### config.mk
export PLATFORM = sky130hd
export DESIGN_NAME = dual_timer_counter
export DESIGN_NICKNAME = d
export VERILOG_FILES = /design/src/rtl/dtc_pkg.sv /design/src/rtl/dual_timer_counter.sv /design/src/rtl/dtc_exec.sv
export VERILOG_INCLUDE_DIRS = /design/src /design/src/rtl
export SDC_FILE = /design/constraint.sdc
export NUM_CORES = 1
export LEC_CHECK = 0
export ABC_CLOCK_PERIOD_IN_PS = 4690
export BUFFER_PORTS_ARGS = -buffer_cell sky130_fd_sc_hd__buf_2
export CAP_MARGIN = 20
export CORE_UTILIZATION = 40
export DETAILED_ROUTE_END_ITERATION = 16
export SLEW_MARGIN = 25
export SYNTH_ARGS = -nofsm -noshare
export SYNTH_HDL_FRONTEND = slang
export SYNTH_SLANG_ARGS = --single-unit
### constraint.sdc
create_clock -name i_clk -period 4.69 [get_ports i_clk]
set_input_delay 0.938 -clock i_clk [delete_from_list [all_inputs] [get_ports i_clk]]
set_output_delay 0.938 -clock i_clk [all_outputs]
set_load 0.02 [all_outputs]
### src/rtl/dual_timer_counter_defines.svh
// Assertion macros for the dual timer/counter.
`ifndef DUAL_TIMER_COUNTER_DEFINES_SVH
`define DUAL_TIMER_COUNTER_DEFINES_SVH

`ifndef NO_ASSERTIONS
`define DTC_ASSERT(lbl, prop) \
    lbl: assert property (@(posedge i_clk) disable iff (!i_rst_n) prop) \
        else $error("dtc assertion failed");
`define DTC_ASSERT_RST(lbl, prop) \
    lbl: assert property (@(posedge i_clk) prop) \
        else $error("dtc reset assertion failed");
`else
`define DTC_ASSERT(lbl, prop)
`define DTC_ASSERT_RST(lbl, prop)
`endif

`endif

### src/rtl/dtc_pkg.sv
package dtc_pkg;

    localparam logic [1:0] REQ_TICK = 2'd0;
    localparam logic [1:0] REQ_WR   = 2'd1;
    localparam logic [1:0] REQ_RD   = 2'd2;

    localparam logic [2:0] SEL_CTRL = 3'd0;
    localparam logic [2:0] SEL_LO0  = 3'd1;
    localparam logic [2:0] SEL_HI0  = 3'd2;
    localparam logic [2:0] SEL_LO1  = 3'd3;
    localparam logic [2:0] SEL_HI1  = 3'd4;

    localparam logic [1:0] MODE_13BIT  = 2'd0;
    localparam logic [1:0] MODE_16BIT  = 2'd1;
    localparam logic [1:0] MODE_RELOAD = 2'd2;
    localparam logic [1:0] MODE_SPLIT  = 2'd3;

    localparam logic [7:0] LO13_MASK = 8'h1f;

    // control byte bit positions
    localparam int RUN0_POS  = 4;
    localparam int FLAG0_POS = 5;
    localparam int RUN1_POS  = 6;
    localparam int FLAG1_POS = 7;

    typedef struct packed {
        logic [1:0] req_type;
        logic [2:0] reg_sel;
        logic [7:0] wr_data;
        logic       gate0_pin;
        logic       gate1_pin;
        logic       t0_edge;
        logic       t1_edge;
    } t_in_word;

    typedef struct packed {
        logic [7:0] rd_data;
        logic       flag0;
        logic       flag1;
    } t_out_word;

    typedef struct packed {
        logic [7:0] lo;
        logic [7:0] hi;
        logic       ovf;
    } t_step;

    // one count step in 13-bit, 16-bit or auto-reload mode
    function automatic t_step step_timer(logic [1:0] mode, logic [7:0] lo, logic [7:0] hi);
        t_step      r;
        logic [7:0] nl;
        r.lo  = lo;
        r.hi  = hi;
        r.ovf = 1'b0;
        nl    = lo + 8'd1;
        case (mode)
            MODE_RELOAD: begin
                if (nl == 8'd0) begin
                    r.lo  = hi;
                    r.ovf = 1'b1;
                end else begin
                    r.lo = nl;
                end
            end
            MODE_13BIT, MODE_16BIT: begin
                if (mode == MODE_13BIT) begin
                    nl = nl & LO13_MASK;
                end
                r.lo = nl;
                if (nl == 8'd0) begin
                    r.hi  = hi + 8'd1;
                    r.ovf = (hi == 8'hff);
                end
            end
            default: begin
                r.lo = lo;
            end
        endcase
        return r;
    endfunction

endpackage

### src/rtl/dual_timer_counter.sv
// Dual timer/counter, one word per request.
// Each accepted word is registered in r_in; o_valid rises once its reply is in r_out.
// Throughput: one word per cycle while i_ready keeps the output free; input register
// feeds the timer update, result register holds the reply.
// Reset: synchronous active low; counts, control byte and mode byte clear to 0.
`include "dual_timer_counter_defines.svh"

module dual_timer_counter (
    input  logic               i_clk,
    input  logic               i_rst_n,
    input  logic               i_cfg_we,
    input  logic [7:0]         i_cfg_data,
    input  logic               i_valid,
    output logic               o_ready,
    input  dtc_pkg::t_in_word  i_in,
    output logic               o_valid,
    input  logic               i_ready,
    output dtc_pkg::t_out_word o_out
);
    import dtc_pkg::*;

    logic [7:0] r_mode_byte;
    logic      r_in_vld;
    t_in_word  r_in;
    logic      r_out_vld;
    t_out_word r_out;
    t_out_word res;
    logic      out_free;
    logic      adv;

    assign out_free = !r_out_vld || i_ready;
    assign adv      = r_in_vld && out_free;
    assign o_ready  = !r_in_vld || out_free;
    assign o_valid  = r_out_vld;
    assign o_out    = r_out;

    always_ff @(posedge i_clk) begin
        if (!i_rst_n) begin
            r_mode_byte <= 8'd0;
        end else if (i_cfg_we) begin
            r_mode_byte <= i_cfg_data;
        end
    end

    always_ff @(posedge i_clk) begin
        if (!i_rst_n) begin
            r_in_vld  <= 1'b0;
            r_out_vld <= 1'b0;
        end else begin
            if (o_ready) begin
                r_in_vld <= i_valid;
            end
            if (out_free) begin
                r_out_vld <= r_in_vld;
            end
        end
    end

    always_ff @(posedge i_clk) begin
        if (i_valid && o_ready) begin
            r_in <= i_in;
        end
        if (adv) begin
            r_out <= res;
        end
    end

    dtc_exec u_exec (
        .i_clk   (i_clk),
        .i_rst_n (i_rst_n),
        .i_en    (adv),
        .i_item  (r_in),
        .i_mode  (r_mode_byte),
        .o_res   (res)
    );

    `DTC_ASSERT(a_adv_fills_out, adv |=> r_out_vld)
    `DTC_ASSERT(a_stalled_in_holds, (r_in_vld && !out_free) |=> (r_in_vld && $stable(r_in)))
    `DTC_ASSERT_RST(a_reset_empty, !i_rst_n |=> (!r_out_vld && !r_in_vld))

endmodule

### src/rtl/dtc_exec.sv
`include "dual_timer_counter_defines.svh"

module dtc_exec (
    input  logic              i_clk,
    input  logic              i_rst_n,
    input  logic              i_en,
    input  dtc_pkg::t_in_word i_item,
    input  logic [7:0]        i_mode,
    output dtc_pkg::t_out_word o_res
);
    import dtc_pkg::*;

    logic [7:0] r_ctl, r_lo0, r_hi0, r_lo1, r_hi1;
    logic [7:0] n_ctl, n_lo0, n_hi0, n_lo1, n_hi1;
    logic [1:0] mode0, mode1;
    logic       step0, step1;
    t_step      s0, s1;
    logic [7:0] rd;

    assign mode0 = i_mode[1:0];
    assign mode1 = i_mode[5:4];

    assign step0 = r_ctl[RUN0_POS] && (!i_mode[3] || i_item.gate0_pin)
                   && (!i_mode[2] || i_item.t0_edge);
    assign step1 = r_ctl[RUN1_POS] && (mode1 != MODE_SPLIT)
                   && (!i_mode[7] || i_item.gate1_pin)
                   && (!i_mode[6] || i_item.t1_edge);

    assign s0 = step_timer(mode0, r_lo0, r_hi0);
    assign s1 = step_timer(mode1, r_lo1, r_hi1);

    always_comb begin
        n_ctl = r_ctl;
        n_lo0 = r_lo0;
        n_hi0 = r_hi0;
        n_lo1 = r_lo1;
        n_hi1 = r_hi1;
        rd    = 8'd0;
        case (i_item.req_type)
            REQ_TICK: begin
                if (step0) begin
                    if (mode0 == MODE_SPLIT) begin
                        n_lo0 = r_lo0 + 8'd1;
                        n_hi0 = r_hi0 + 8'd1;
                    end else begin
                        n_lo0 = s0.lo;
                        n_hi0 = s0.hi;
                        if (s0.ovf) begin
                            n_ctl[FLAG0_POS] = 1'b1;
                        end
                    end
                end
                if (step1) begin
                    n_lo1 = s1.lo;
                    n_hi1 = s1.hi;
                    if (s1.ovf) begin
                        n_ctl[FLAG1_POS] = 1'b1;
                    end
                end
            end
            REQ_WR: begin
                case (i_item.reg_sel)
                    SEL_CTRL: n_ctl = i_item.wr_data;
                    SEL_LO0:  n_lo0 = i_item.wr_data;
                    SEL_HI0:  n_hi0 = i_item.wr_data;
                    SEL_LO1:  n_lo1 = i_item.wr_data;
                    SEL_HI1:  n_hi1 = i_item.wr_data;
                    default:  n_ctl = r_ctl;
                endcase
            end
            REQ_RD: begin
                case (i_item.reg_sel)
                    SEL_CTRL: rd = r_ctl;
                    SEL_LO0:  rd = r_lo0;
                    SEL_HI0:  rd = r_hi0;
                    SEL_LO1:  rd = r_lo1;
                    SEL_HI1:  rd = r_hi1;
                    default:  rd = 8'd0;
                endcase
            end
            default: begin
                rd = 8'd0;
            end
        endcase
    end

    assign o_res.rd_data = rd;
    assign o_res.flag0   = n_ctl[FLAG0_POS];
    assign o_res.flag1   = n_ctl[FLAG1_POS];

    always_ff @(posedge i_clk) begin
        if (!i_rst_n) begin
            r_ctl <= 8'd0;
            r_lo0 <= 8'd0;
            r_hi0 <= 8'd0;
            r_lo1 <= 8'd0;
            r_hi1 <= 8'd0;
        end else if (i_en) begin
            r_ctl <= n_ctl;
            r_lo0 <= n_lo0;
            r_hi0 <= n_hi0;
            r_lo1 <= n_lo1;
            r_hi1 <= n_hi1;
        end
    end

    // flag is sticky until software rewrites the control byte
    `DTC_ASSERT(a_flag0_sticky, (r_ctl[FLAG0_POS] && !(i_en && i_item.req_type == REQ_WR && i_item.reg_sel == SEL_CTRL)) |=> r_ctl[FLAG0_POS])
    `DTC_ASSERT(a_reload_hi_hold, (i_en && i_item.req_type == REQ_TICK && mode1 == MODE_RELOAD) |=> $stable(r_hi1))
    `DTC_ASSERT(a_t1_split_halt, (i_en && i_item.req_type == REQ_TICK && mode1 == MODE_SPLIT) |=> ($stable(r_lo1) && $stable(r_hi1)))

endmodule

==> results of run 1 <==
[cell families after synthesis]
group / Yosys count / share of synthesized area (%)
compound gates: 142 / 22.6
fa+ha+maj: 4 / 1.16
buf+inv: 40 / 4.05
simple gates: 178 / 21.6
mux: 25 / 6.12
flops: 77 / 42.2
xor+xnor: 11 / 2.24
[placed cells by master (no fill, tap or decap), types with 5 or more instances in the layout]
cell,instances
a22oi_1,9
o21a_1,5
a31o_1,5
nand3b_1,5
a31oi_1,7
o22ai_1,9
buf_2,40
xnor2_1,5
clkbuf_8,9
buf_4,5
o31a_1,6
mux2i_1,24
o21ai_0,17
a21oi_1,34
edfxtp_1,27
xor2_1,6
nor2_1,31
nand2_1,53
dfxtp_1,50
nor3_1,9
nand3_1,13
a211oi_1,7
nand4_1,6
nor2b_1,21
o211ai_1,6
nand2b_1,12
and2_1,5
o31ai_1,11
inv_1,8
[path summary, 6_finish.rpt]
kind,start,end,slack [ps],cells after the start
setup / recovery,i_ready,u_exec.r_lo1[6],1930,8
hold / removal,r_mode_byte[6],r_mode_byte[6],530,2
setup reg to reg,u_exec.r_lo0[0],u_exec.r_lo0[1],2010,7
hold reg to reg,r_mode_byte[6],r_mode_byte[6],530,2
[metrics by stage]
step | hold WS, ps | cells | worst slack [ps]
finish | 528 | 642 | 1930
detailed placement | 509 | 626 | 1560
floorplan | 470 | 477 | 1910
global route | 571 | 642 | 1740
global placement | 503 | 626 | 1710
CTS | 531 | 642 | 1950
[critical path: stages]
cell      delay, ps
buf_2            80
nor2b_1          70
nor2b_1         150
buf_4           230
nor2b_1         730
o21ai_0         390
a311oi_1        330
nor2_1           70
[registers in the layout (all words and copies together), names as in the netlist]
signal,cells
o_out,10
r_in_vld,1
u_exec.r_hi1,8
o_valid,1
u_exec.r_lo1,8
u_exec.r_ctl,8
u_exec.r_hi0,8
r_in,17
r_mode_byte,8
u_exec.r_lo0,8
[power breakdown]
part           internal, mW  switching [mW]  total, mW  leakage, nW
Clock                 0.299           0.252      0.551       0.0985
Combinational        0.0373          0.0589     0.0962        0.910
Sequential            0.709          0.0231      0.733        0.665
Total                  1.05           0.334       1.38         1.67
[layer usage]
metal	share of wire, %	vias up	global-route usage, %
li1	-	1835	-
met1	46	1782	31.2
met2	45	154	35.6
met3	7.2	21	7.61
met4	1.9	0	7.44
met5	0	-	0
[area by class of cell]
type / instances / share of cell area (%)
clock inverters: 6 / 1.83
clock buffers: 10 / 2.67
repair buffers: 45 / 4.98
flip-flops and latches: 77 / 37.9
multi-input cells: 360 / 48.4
inverters: 8 / 0.629
well taps: 136 / 3.56
==> flow_metrics.env, run 1 <==
export IMPL_status="finished clean"
export IMPL_layout_drive_gt1_share_pct=14.0
export IMPL_tightestPinTransition_ps=881
export IMPL_synth_warnings=0
export IMPL_fin_util_pct=46.1
export IMPL_hpwl_mm=8.94
export IMPL_area_growth_pct=11.2
export IMPL_rows=37
export IMPL_final_nets=535
export IMPL_vias=3792
export IMPL_seq_area_frac_synth_pct=42.2
export IMPL_place_gp_congestion=0.913
export IMPL_vdd_ir_drop_max_v=0.000231
export IMPL_cp_arrival_ps=3000
export IMPL_fin_setup_tns_ps=0
export IMPL_grt_start_max_net_pins=61
export IMPL_crit_required_ps=4930
export IMPL_fp_dieH_um=106
export IMPL_cts_made_buffers=9
export IMPL_cts_max_level=3
export IMPL_yosysMostFrequentCell="nand2_1"
export IMPL_grt_pass1_vias=3607
export IMPL_fin_worst_skew_ps=12.5
export IMPL_synth_edff_count=27
export IMPL_synthTopCellsByCount="53 x nand2_1, 50 x dfxtp_1, 34 x a21oi_1"
export IMPL_n_fill_cell=1036
export IMPL_fin_crit_sh_pct=58.9
export IMPL_max_freq_ghz=0.362
export IMPL_postPlaceCellArea_um2=4560
export IMPL_grt_pass1_wl_mm=19.8
export IMPL_cts_resized=0
export IMPL_io_pin_count=42
export IMPL_hp_class="reg -> reg"
export IMPL_p_leak_nw=1.67
export IMPL_cts_tree="yes"
export IMPL_worst_setup_path_type="in -> reg"
export IMPL_final_cell_area_um2=4780
export IMPL_end_kind="flip-flop"
export IMPL_initial_utilization_pct=41.4
export IMPL_relSlewSlack_pct=41.2
export IMPL_fin_crit_ps=2760
export IMPL_die_area_um2=11200
export IMPL_cts_setup_buffers=0
export IMPL_synth_area_leader_cell="dfxtp_1"
export IMPL_wirelength_mm=12.3
export IMPL_yosys_cell_types_count=61
export IMPL_path_clk_slew_ps=80
export IMPL_multi_input_area_um2=2310
export IMPL_syn_area_um2=4300
export IMPL_syn_avg_cell_area_um2=9.01
export IMPL_yosysTopAreaCellShare_pct=23.3
export IMPL_gr_total_overflow=0
export IMPL_finalSetupViolCount=0
export IMPL_synthTopCellsByArea="dfxtp_1 23%, edfxtp_1 19%, mux2i_1 5.6%"
export IMPL_critPathLaunchType="input port"
export IMPL_regArea_um2=1810
export IMPL_hold_viol=0
export IMPL_rsz0062_at_grt="no"
export IMPL_vias_per_cell=5.91
export IMPL_ys_ff_latch=77
export IMPL_drtPass1Iterations=5
export IMPL_antenna_diode_count=0
export IMPL_power_density_nw_per_um2=289
export IMPL_synth_fp_nets=511
export IMPL_power_mw=1.38
export IMPL_wire_per_inst_um=19.2
export IMPL_grt_use_total_pct=23.4
export IMPL_io_buffers=41
export IMPL_synth_flop_cell="dfxtp_1"
export IMPL_ctsRootBufferMaster="clkbuf_8"
export IMPL_synthCells=477
export IMPL_clockBufferDepth=2
export IMPL_drc=0
export IMPL_die_x_um=106
export IMPL_slew_violations=0
export IMPL_clock_sinks=77
export IMPL_cts_hold_buf=0
export IMPL_path_max_fanout=13
export IMPL_clk_insertion_delay_late_ps=360
export IMPL_core_area_um2=10400
export IMPL_ant_nets=0
export IMPL_antenna_found_initial=0
export IMPL_max_cap_violations=0
export IMPL_async_flop_share_pct=0
export IMPL_drt_initial_drc_count=268
(Power assumes the default switching activity.)
==> inputs of run 2 (changes only) <==
ABC_AREA = 1   (was unset)
ABC_CLOCK_PERIOD_IN_PS = 2500   (was 4690)
clock period = 2.5 ns   (was 4.69 ns; I/O delays follow)
==> flow_metrics.env, run 2 <==
export IMPL_crit_required_ps=2780
export IMPL_whs_path_depth=1
export IMPL_startpoint="u_exec.r_lo1[0]"
export IMPL_clk_insertion_delay_late_ps=360
export IMPL_grt_pass1_vias=3525
export IMPL_async_flop_share_pct=0
export IMPL_synthCells=519
export IMPL_syn_area_um2=4040
export IMPL_cts_hold_buf=0
export IMPL_final_cell_mix="85 x nand2_1, 70 x o21ai_0, 65 x inv_1"
export IMPL_grt_use_total_pct=23.5
export IMPL_grt_pass1_wl_mm=18.2
export IMPL_wire_per_inst_um=16.4
export IMPL_synth_area_leader_cell="dfxtp_1"
export IMPL_synth_warnings=0
export IMPL_end_kind="flip-flop"
export IMPL_swShare_pct=27.8
export IMPL_yosys_cell_types_count=35
export IMPL_synthTopCellsByArea="dfxtp_1 25%, edfxtp_1 20%, o21ai_0 8.7%"
export IMPL_drc=0
export IMPL_wl_met1_mm=5.06
export IMPL_slew_violations=0
export IMPL_critPathLaunchType="flip-flop"
export IMPL_die_area_um2=10500
export IMPL_vias_per_cell=5.48
export IMPL_reg2reg_to="u_exec.r_lo1[4]"
export IMPL_worst_setup_path_type="reg -> reg"
export IMPL_syn_avg_cell_area_um2=7.79
export IMPL_place_gp_congestion=0.925
export IMPL_rows=36
export IMPL_fin_worst_skew_ps=12.5
export IMPL_max_cap_violations=0
export IMPL_cts_resized=0
export IMPL_seq_area_frac_synth_pct=44.8
export IMPL_io_pin_count=42
export IMPL_fin_crit_sh_pct=87.1
export IMPL_hpwl_mm=8.57
export IMPL_top_register="r_in"
export IMPL_layout_drive_gt1_share_pct=16.2
export IMPL_cts_max_level=3
export IMPL_largest_reg_flops=17
export IMPL_synthTopCellsByCount="85 x nand2_1, 70 x o21ai_0, 65 x inv_1"
export IMPL_finalSetupViolCount=0
export IMPL_cts_tree="yes"
export IMPL_rsz0062_at_grt="no"
export IMPL_final_nets=598
export IMPL_endpoint="u_exec.r_lo1[4]"
export IMPL_hold_viol=0
export IMPL_yosysMostFrequentCell="nand2_1"
export IMPL_cp_arrival_ps=2460
export IMPL_synth_fp_nets=553
export IMPL_fin_ws_ps=323
export IMPL_rrSetupSlack_ps=320
export IMPL_wl_met2_mm=5.43
export IMPL_fin_crit_ps=2180
export IMPL_p_leak_nw=1.72
export IMPL_p_switching_mw=0.737
export IMPL_ctsRootBufferMaster="clkbuf_8"
export IMPL_comb_power_share_pct=9.5
export IMPL_layout_commonest_cell="nand2_1"
export IMPL_max_freq_ghz=0.459
export IMPL_drt_initial_drc_count=315
export IMPL_fin_util_pct=47.1
export IMPL_io_buffers=41
export IMPL_routed_top_layer="met4"
export IMPL_seqPwrFrac_pct=52.4
export IMPL_antenna_found_initial=1
export IMPL_fp_dieH_um=103
export IMPL_wl_met3_um=798
export IMPL_vias=3845
export IMPL_r2r_start="u_exec.r_lo1[0]"
export IMPL_path_max_fanout=9
export IMPL_status="finished clean"
export IMPL_ant_nets=0
export IMPL_fin_setup_tns_ps=0
export IMPL_cts_made_buffers=9
export IMPL_clock_sinks=77
export IMPL_grt_start_max_net_pins=32
export IMPL_clockBufferDepth=2
export IMPL_cts_setup_buffers=0
export IMPL_antenna_diode_count=0
export IMPL_drtPass1Iterations=5
export IMPL_synth_edff_count=27
export IMPL_wirelength_mm=11.5
export IMPL_hp_class="in -> reg"
export IMPL_core_area_um2=9770
export IMPL_clockPowerShare_pct=38.1
export IMPL_initial_utilization_pct=41.4
export IMPL_n_fill_cell=990
export IMPL_place_ws_ps=366
export IMPL_power_density_nw_per_um2=576
export IMPL_yosysTopAreaCellShare_pct=24.8
export IMPL_synth_flop_cell="dfxtp_1"
export IMPL_rr_worst_depth=13
export IMPL_area_growth_pct=13.9
export IMPL_tightestPinTransition_ps=607
export IMPL_gr_total_overflow=0
export IMPL_vdd_ir_drop_max_v=0.000374
export IMPL_path_clk_slew_ps=90
export IMPL_ys_ff_latch=77
export IMPL_internal_power_mw=1.92
export IMPL_die_x_um=103
export IMPL_relSlewSlack_pct=59.5
run 2: area by class of cell:
type / count / area, µm² / area share (%)
Tap cell: 133 / 166 / 3.61
Sequential cell: 77 / 1810 / 39.3
Clock inverter: 7 / 85.1 / 1.85
Clock buffer: 9 / 124 / 2.69
Multi-Input combinational cell: 361 / 1900 / 41.4
Inverter: 66 / 248 / 5.38
Timing Repair Buffer: 49 / 265 / 5.76
run 2: kinds of logic (layout without fill, tap and decap cells):
family | Yosys count | in the layout | share of synthesized area, %
AO/OA/AOI/OAI | 169 | 169 | 23.5
XOR/XNOR | 10 | 10 | 2.17
adder cells (fa/ha/maj) | 4 | 4 | 1.24
buffers and inverters | 81 | 131 | 8.11
flip-flops | 77 | 77 | 44.8
AND/OR/NAND/NOR | 178 | 178 | 20.1
run 2: critical path, stage by stage, from the launching register on:
cell     delay (ps)
dfxtp_1         410
ha_1            190
nand2_1         110
nor2_1          140
xor2_1           80
inv_1            70
nand3_1          90
inv_1            90
nand2_1          70
nor2_1           80
nand2_1         220
o21ai_0         320
nand2_1          80
a31oi_1         130
run 2: worst min-delay path by stage:
stage                     slack (ps)         endpoint            start
after floorplan                  430  u_exec.r_ctl[0]  u_exec.r_ctl[0]
after global placement           450   r_mode_byte[7]   r_mode_byte[7]
after detailed placement         460  u_exec.r_ctl[1]  u_exec.r_ctl[1]
after CTS                        290          r_in[0]          i_in[0]
after global routing             290          r_in[0]          i_in[0]
final                            300          r_in[0]          i_in[0]
run 2: per-stage QoR:
| stage | power, mW | area [µm²] | hold WS, ps | std cells |
|---|---|---|---|---|
| 6_report | 2.65 | 4600 | 304 | 702 |
| 5_1_grt | 2.76 | 4600 | 289 | 702 |
| 4_1_cts | 2.67 | 4600 | 292 | 702 |
| 3_5_place_dp | 1.67 | 4400 | 456 | 686 |
| 3_3_place_gp | 1.66 | 4400 | 450 | 686 |
| 2_1_floorplan | 1.57 | 4040 | 430 | 519 |
run 2: metal layers:
| metal | track usage, % | vias up |
|---|---|---|
| met5 | 0 | - |
| met4 | 8.13 | 0 |
| met3 | 4.81 | 22 |
| met2 | 39.0 | 154 |
| met1 | 30.3 | 1796 |
| li1 | - | 1873 |
run 2: power by group through the flow:
stage	Clock (mW)	Sequential (mW)	Combinational, mW
6_report	1.01	1.39	0.251
5_1_grt	1.09	1.40	0.279
4_1_cts	1.03	1.39	0.249
3_5_place_dp	0	1.42	0.248
3_3_place_gp	0	1.42	0.245
2_1_floorplan	0	1.41	0.155
